## src/rtl/core/tsdt_pkg.sv

```systemverilog
// Package: shared types and constants of the touch stick deadzone tracker.
package tsdt_pkg;

    localparam int ALU_AW = 56;
    localparam int ALU_BW = 34;
    localparam int ALU_RW = 68;
    localparam int DIV_STEPS = 18;
    localparam int SQRT_STEPS = 28;
    localparam logic [ALU_AW-1:0] SQRT_BIT0 = 56'h40000000000000;

    localparam logic [1:0] ALU_MUL  = 2'd0;
    localparam logic [1:0] ALU_DIV  = 2'd1;
    localparam logic [1:0] ALU_SQRT = 2'd2;

    localparam logic [1:0] EV_PRESS   = 2'd0;
    localparam logic [1:0] EV_RELEASE = 2'd1;
    localparam logic [1:0] EV_DRAG    = 2'd2;

    localparam logic [1:0] MODE_DYNAMIC = 2'd1;
    localparam logic [1:0] MODE_FOLLOW  = 2'd2;

    localparam logic [3:0] CFG_MODE   = 4'd0;
    localparam logic [3:0] CFG_DIAM   = 4'd1;
    localparam logic [3:0] CFG_DEAD   = 4'd2;
    localparam logic [3:0] CFG_CLAMP  = 4'd3;
    localparam logic [3:0] CFG_REST_X = 4'd4;
    localparam logic [3:0] CFG_REST_Y = 4'd5;
    localparam logic [3:0] CFG_AREA_W = 4'd6;
    localparam logic [3:0] CFG_AREA_H = 4'd7;

    typedef struct packed {
        logic       start;
        logic [1:0] op;
    } t_alu_req;

    typedef struct packed {
        logic done;
    } t_alu_rsp;

endpackage

```

## src/rtl/core/tsdt_alu.sv

```systemverilog
// Shared arithmetic unit: multiply, rounded divide and integer square root.
module tsdt_alu import tsdt_pkg::*; (
    input  logic                     i_clk,
    input  logic                     i_rst_n,
    input  t_alu_req                 i_req,
    input  logic [ALU_AW-1:0]        i_a,
    input  logic signed [ALU_BW-1:0] i_b,
    output t_alu_rsp                 o_rsp,
    output logic signed [ALU_RW-1:0] o_res
);

    logic                     r_busy;
    logic                     r_done;
    logic [1:0]               r_op;
    logic [4:0]               r_cnt;
    logic signed [ALU_RW-1:0] r_res;
    logic [48:0]              r_rem;
    logic [48:0]              r_dsh;
    logic [DIV_STEPS-1:0]     r_q;
    logic                     r_neg;
    logic                     r_dz;
    logic [ALU_AW-1:0]        r_v;
    logic [ALU_AW-1:0]        r_r;
    logic [ALU_AW-1:0]        r_bit;

    logic signed [47:0]       w_num;
    logic [47:0]              w_mag;
    logic                     w_ge;
    logic [48:0]              n_rem;
    logic [DIV_STEPS-1:0]     n_q;
    logic signed [ALU_RW-1:0] w_qext;
    logic signed [ALU_RW-1:0] w_div_res;
    logic [ALU_AW-1:0]        w_t;
    logic                     w_sge;
    logic [ALU_AW-1:0]        n_v;
    logic [ALU_AW-1:0]        n_r;

    assign w_num     = $signed(i_a[47:0]);
    assign w_mag     = w_num[47] ? 48'(-w_num) : w_num;
    assign w_ge      = r_rem >= r_dsh;
    assign n_rem     = w_ge ? r_rem - r_dsh : r_rem;
    assign n_q       = {r_q[DIV_STEPS-2:0], w_ge};
    assign w_qext    = {{(ALU_RW-DIV_STEPS){1'b0}}, n_q};
    assign w_div_res = r_dz ? '0 : (r_neg ? -w_qext : w_qext);
    assign w_t       = r_r + r_bit;
    assign w_sge     = r_v >= w_t;
    assign n_v       = w_sge ? r_v - w_t : r_v;
    assign n_r       = w_sge ? (r_r >> 1) + r_bit : r_r >> 1;

    always_ff @(posedge i_clk) begin
        if (!i_rst_n) begin
            r_busy <= 1'b0;
            r_done <= 1'b0;
        end else begin
            r_done <= 1'b0;
            if (i_req.start) begin
                r_op <= i_req.op;
                case (i_req.op)
                    ALU_MUL: begin
                        r_res  <= $signed(i_a[ALU_BW-1:0]) * i_b;
                        r_done <= 1'b1;
                    end
                    ALU_DIV: begin
                        r_rem  <= {1'b0, w_mag} + {18'b0, i_b[31:1]};
                        r_dsh  <= {i_b[31:0], 17'b0};
                        r_q    <= '0;
                        r_neg  <= w_num[47];
                        r_dz   <= (i_b[31:0] == 32'd0);
                        r_cnt  <= 5'(DIV_STEPS - 1);
                        r_busy <= 1'b1;
                    end
                    ALU_SQRT: begin
                        r_v    <= i_a;
                        r_r    <= '0;
                        r_bit  <= SQRT_BIT0;
                        r_cnt  <= 5'(SQRT_STEPS - 1);
                        r_busy <= 1'b1;
                    end
                    default: begin
                        r_res  <= '0;
                        r_done <= 1'b1;
                    end
                endcase
            end else if (r_busy) begin
                r_cnt <= r_cnt - 5'd1;
                if (r_op == ALU_DIV) begin
                    r_rem <= n_rem;
                    r_dsh <= r_dsh >> 1;
                    r_q   <= n_q;
                    if (r_cnt == 5'd0) begin
                        r_busy <= 1'b0;
                        r_done <= 1'b1;
                        r_res  <= w_div_res;
                    end
                end else begin
                    r_v   <= n_v;
                    r_r   <= n_r;
                    r_bit <= r_bit >> 2;
                    if (r_cnt == 5'd0) begin
                        r_busy <= 1'b0;
                        r_done <= 1'b1;
                        r_res  <= {{(ALU_RW-ALU_AW){1'b0}}, n_r};
                    end
                end
            end
        end
    end

    assign o_rsp.done = r_done;
    assign o_res      = r_res;

endmodule

```

## config.mk

```make
export PLATFORM = sky130hd
export DESIGN_NAME = tsdt_alu
export DESIGN_NICKNAME = d
export VERILOG_FILES = /design/src/rtl/core/tsdt_pkg.sv /design/src/rtl/core/tsdt_alu.sv
export SDC_FILE = /design/constraint.sdc
export NUM_CORES = 2
export LEC_CHECK = 0
export BUFFER_PORTS_ARGS = -buffer_cell sky130_fd_sc_hd__buf_2
export CORE_MARGIN = 4
export CORE_UTILIZATION = 46
export CTS_BUF_LIST = sky130_fd_sc_hd__clkbuf_4
export DETAILED_ROUTE_END_ITERATION = 8
export GPL_ROUTABILITY_DRIVEN = 0
export PLACE_DENSITY_LB_ADDON = 0.15
export SKIP_CTS_REPAIR_TIMING = 1
export SYNTH_ARGS = -nofsm -noshare
export SYNTH_HDL_FRONTEND = slang
export SYNTH_SLANG_ARGS = --single-unit
```

## constraint.sdc

```tcl
create_clock -name i_clk -period 11.5 [get_ports i_clk]
set_input_delay 0.575 -clock i_clk [delete_from_list [all_inputs] [get_ports i_clk]]
set_output_delay 0.575 -clock i_clk [all_outputs]
set_load 0.02 [all_outputs]
```

# After elaboration in Yosys (flattened, before gate mapping)
# Cells that the tools add are included.
[word_totals]
word_cells = 97
regBits = 362
output_inout_bits = 69
[classes]
eq_ne = 9
magnitude_cmp = 2
n_addsub = 8
mux = 47
n_reduce_logical = 17
multipliers = 1
[ops]
columns = ["operator", "n"]
rows = [
  ["$mux 56", 14],
  ["$mux 68", 7],
  ["$mux 49", 9],
  ["$pmux 68 s2", 1],
  ["$mul 34x34->68", 1],
  ["$mux 17", 4],
  ["$neg 18->68", 1],
  ["$add 55x56->56", 1],
  ["$add 56x56->56", 1],
  ["$ge 56x56->1", 1],
  ["$sub 56x56->56", 1],
  ["$add 48x31->49", 1],
  ["$ge 49x49->1", 1],
  ["$sub 49x49->49", 1],
  ["$mux 48", 1],
  ["$neg 48->48", 1],
  ["$logic_not 32->1", 1],
  ["$reduce_and 4->1", 3],
  ["$mux 5", 2],
  ["$pmux 5 s2", 1],
  ["$reduce_and 5->1", 2],
  ["$reduce_bool 2->1", 5],
  ["$mux 1", 8],
  ["$ne 2x2->1 const B", 3],
  ["other kinds (10)", 13],
]

# Logic depth before layout (Yosys ltp)
[logic_depth]
ltp_word = 8
mapped_depth = 32
mapped_depth_nobuf = 30

# Worst setup path before layout
# Ideal clock, no wire load.
[synth_timing]
path_type = "register to register"
startpoint = "reg r_r[2]"
endpoint = "reg r_v[0], enable pin"
slack_ps = 1876
path_stages_with_launch = 23
setup_time_ps = 555
arrival_ps = 9069
synth_period_minus_slack_ps = 9624
path_cell_list = "edfxtp_1 > ha_1 > a31oi_1 > o21ai_1 > a31o_2 > a41oi_1 > o31ai_1 > a31o_2 > a31oi_1 > o21ai_0 > a31oi_1 > xor2_1 > ha_1 > clkbuf_1 > nand4_1 > nor4_1 > nand4_1 > a21oi_1 > a211o_1 > a221oi_1 > clkbuf_1 > clkbuf_1 > a21boi_0"
[synth_between]
elab_chain_len = 4
[synth_lines]
columns = ["element", "line_no", "rtl"]
rows = [
  ["from (decl)", "tsdt_alu.sv:23", "logic [ALU_AW-1:0] r_r;"],
  ["from (signal assigned)", "tsdt_alu.sv:97", "r_r <= n_r;"],
  ["$add 56x56->56", "tsdt_alu.sv:45", "assign w_t = r_r + r_bit;"],
  ["$ge 56x56->1", "tsdt_alu.sv:46", "assign w_sge = r_v >= w_t;"],
  ["$reduce_bool 2->1 (no line)", "--", ""],
  ["$reduce_and 5->1 (no line)", "--", ""],
  ["to (signal assigned)", "tsdt_alu.sv:73", "r_v <= i_a;"],
  ["to (signal assigned)", "tsdt_alu.sv:96", "r_v <= n_v;"],
  ["to (decl)", "tsdt_alu.sv:22", "logic [ALU_AW-1:0] r_v;"],
]
# Every way passes these cells.
# A chain may end at the register's enable or synchronous reset.

# Worst setup path in the final report
[layout_timing]
startpoint = "in i_a[22]"
endpoint = "reg r_res[65], in the netlist o_res[65], data pin"
[layout_between]
elab_chain_len = 3
[layout_lines]
columns = ["element", "line_no", "rtl"]
rows = [
  ["from (decl)", "tsdt_alu.sv:6", "input logic [ALU_AW-1:0] i_a,"],
  ["$mul 34x34->68", "tsdt_alu.sv:60", "r_res <= $signed(i_a[ALU_BW-1:0]) * i_b;"],
  ["$pmux 68 s2", "tsdt_alu.sv:58", "case (i_req.op)"],
  ["$mux 68", "tsdt_alu.sv:56", "if (i_req.start) begin"],
  ["to (signal assigned)", "tsdt_alu.sv:60", ""],
  ["to (signal assigned)", "tsdt_alu.sv:93", "r_res <= w_div_res;"],
  ["to (signal assigned)", "tsdt_alu.sv:102", "r_res <= {{(ALU_RW-ALU_AW){1'b0}}, n_r};"],
  ["to (decl)", "tsdt_alu.sv:16", "logic signed [ALU_RW-1:0] r_res;"],
]
# Every way passes these cells.

==> flow_summary.ini <==
[outcome]
status = finished, final reports clean

[critical_path]
endpoint_kind = flop
required_ps = 12200
crit_buf_inv = 7
crit_arrival_ps = 9680
crit_path_max_incr_delay_ps = 620
cp_common_cell = fa_1
cp_top_family = adder cells
critPathKind = input pin to flop
cp_slowest_cell = buf_2
worst-path-max-fanout = 23
start_kind = input pin

[final_layout]
layout.area.seq_sq_mm = 0.0100
finish.net_count = 9174
fillers = 14200
drive_gt1_share_pct = 6.28
layout_commonest_cell = inv_1
multi_input_area_sq_mm = 0.0518
area_growth_pct = 5.60
final_cell_mix = 1,315 x inv_1, 1,244 x fa_1, 876 x nand2_1

[synthesis]
async_flop_share_pct = 0
synth_xor_area_share_pct = 4.64
muxShareOfSynthArea_pct = 0.382
synthSimpleGateAreaFrac_pct = 16.5
yosysSeqAreaShare_pct = 14.7
syn_inst = 7464
syn_nets = 9208
synth_area_leader_cell = fa_1
synth_area_leaders = fa_1 37%, edfxtp_1 15%, ha_1 7.4%
synth_compound_area_share_pct = 10.4
synth_top_family_by_area = adder cells
synth_area_per_cell_sq_um = 9.14
ys_ff_latch = 334
synth_top_cell_area_share_pct = 36.5
ys.flop_type = edfxtp_1
syn_area_sq_mm = 0.0682
synth_fa_ha_area_share_pct = 44.0
synth_edf_count = 332
yosysWarnings = 0
ys_types = 84

[clocking]
clk_latency_ps = 980
cts_buffers = 94
clk_pin_slew_worst_paths_ps = 70
clk_path_buf_depth = 3
cts_sinks = 334
cts_root_buf = clkbuf_4
cts_tree = yes
h-tree-depth = 3

[sta]
finalWorstSetupSlack_ps = 2520
timing.hold.ws_ps = 58.8
clock.fmax_ghz = 0.111
fin_crit_ps = 8980
maxSlewViolCount = 0
skew_ps = 121
worst_slew_pin_slew_ps = 1130
rsz0062_at_grt = false
setup_tns_ps = 0
timing.final.crit_share_pct = 78.1
setup_viol = 0
hold_viol = 0
slew_headroom_pct = 24.9

[place]
hpwl_um = 178000
preCtsSetupSlack_ps = 1700
port_buffers = 163

[die]
pin_count = 164
core_area_sq_mm = 0.147
die_h_um = 393
fp.dieW_um = 393
die_area_sq_mm = 0.154
initial_core_util_pct = 46.2
rows = 141

[job]
maxCapViolations = 0

[grt]
antenna_found_initial = 16
overflow = 0
grt_usage_pct = 30.1
first_global_vias = 56700
grt_max_degree = 186
grt_pass1_wl_um = 349000

[route]
dr.pass1.iters = 6
post-route-drc-count = 0
drt_wl_total_um = 228000
num_vias = 53800
final_antenna_net_count = 0
wl_per_cell_um = 24.2
drt_iter0_drc = 4464
avgViaCountPerCell = 5.70

[min_path]
hold_path.class = input pin to flop
[sequential cells by signal, indices dropped and copies added, names as in the netlist]
name,count
r_r,56
r_busy,1
r_bit,28
r_dsh,49
r_dz,1
r_op,2
r_v,56
r_cnt,5
r_q,17
r_neg,1
o_rsp,1
r_rem,49
o_res,68
[final timing paths]
check	start	endpoint	slack, ps	cells past startpoint
hold / removal	i_a[46]	r_v[46]	60	3
setup reg to reg	r_r[2]	o_res[49]	4110	23
setup / recovery	i_a[22]	o_res[65]	2520	27
hold reg to reg	r_busy	r_busy	510	2
[worst min-delay path: stages]
cell and delay, ps:
buf_2 150, nand2_1 70, o21ai_0 60
[cell type report]
| class | count | share of cell area, % |
|---|---|---|
| repair buffers | 266 | 2.28 |
| diodes | 11 | 0.0382 |
| well taps | 1930 | 3.35 |
| clock inverters | 38 | 0.299 |
| multi-input cells | 5417 | 71.9 |
| flip-flops and latches | 334 | 13.9 |
| clock buffers | 128 | 1.33 |
| inverters | 1317 | 6.87 |
[cell usage after synthesis (all sizes together) (9+ instances only)]
cell,instances
o21ai,316
a211o,9
a221o,9
and2,635
nand4,55
and3,34
nor4,28
mux2i,17
xnor2,207
nor3,56
or3,23
a211oi,42
inv,1317
a41oi,11
a221oi,11
a21o,102
nor2b,76
or2,18
o31ai,39
ha,405
fa,1244
a31o,20
o41ai,16
nand3,79
a31oi,76
o31a,13
nand2b,48
a21oi,238
edfxtp,332
o21a,28
a21boi,17
o211ai,25
clkbuf,376
o21bai,39
nor2,313
nand2,878
a22oi,10
xor2,154
buf,20
o221ai,35
[cell families after synthesis]
family                   count (synthesis)
adder cells (fa/ha/maj)               1649
flip-flops                             334
buffers and inverters                 1713
AO/OA/AOI/OAI                         1107
multiplexers                            25
XOR/XNOR                               361
AND/OR/NAND/NOR                       2275
[stage by stage]
step	area, sq um	utilization, %	instances
detailed placement	70700	47.9	9252
global placement	70700	47.9	9251
finish	72000	48.8	9441
floorplan	68200	-	7464
CTS	71900	48.7	9418
global route	72000	48.8	9435
[routing by layer]
layer	vias to the layer above	wire [um]	track usage, %
li1	23600	-	-
met1	27400	90300	38.8
met2	2238	108000	49.7
met3	502	18500	5.38
met4	2	12000	13.6
met5	-	10	0
Power is left out: the tool's default activity adds up to more than one toggle a clock period on the data nets, which glitch-free logic cannot reach.
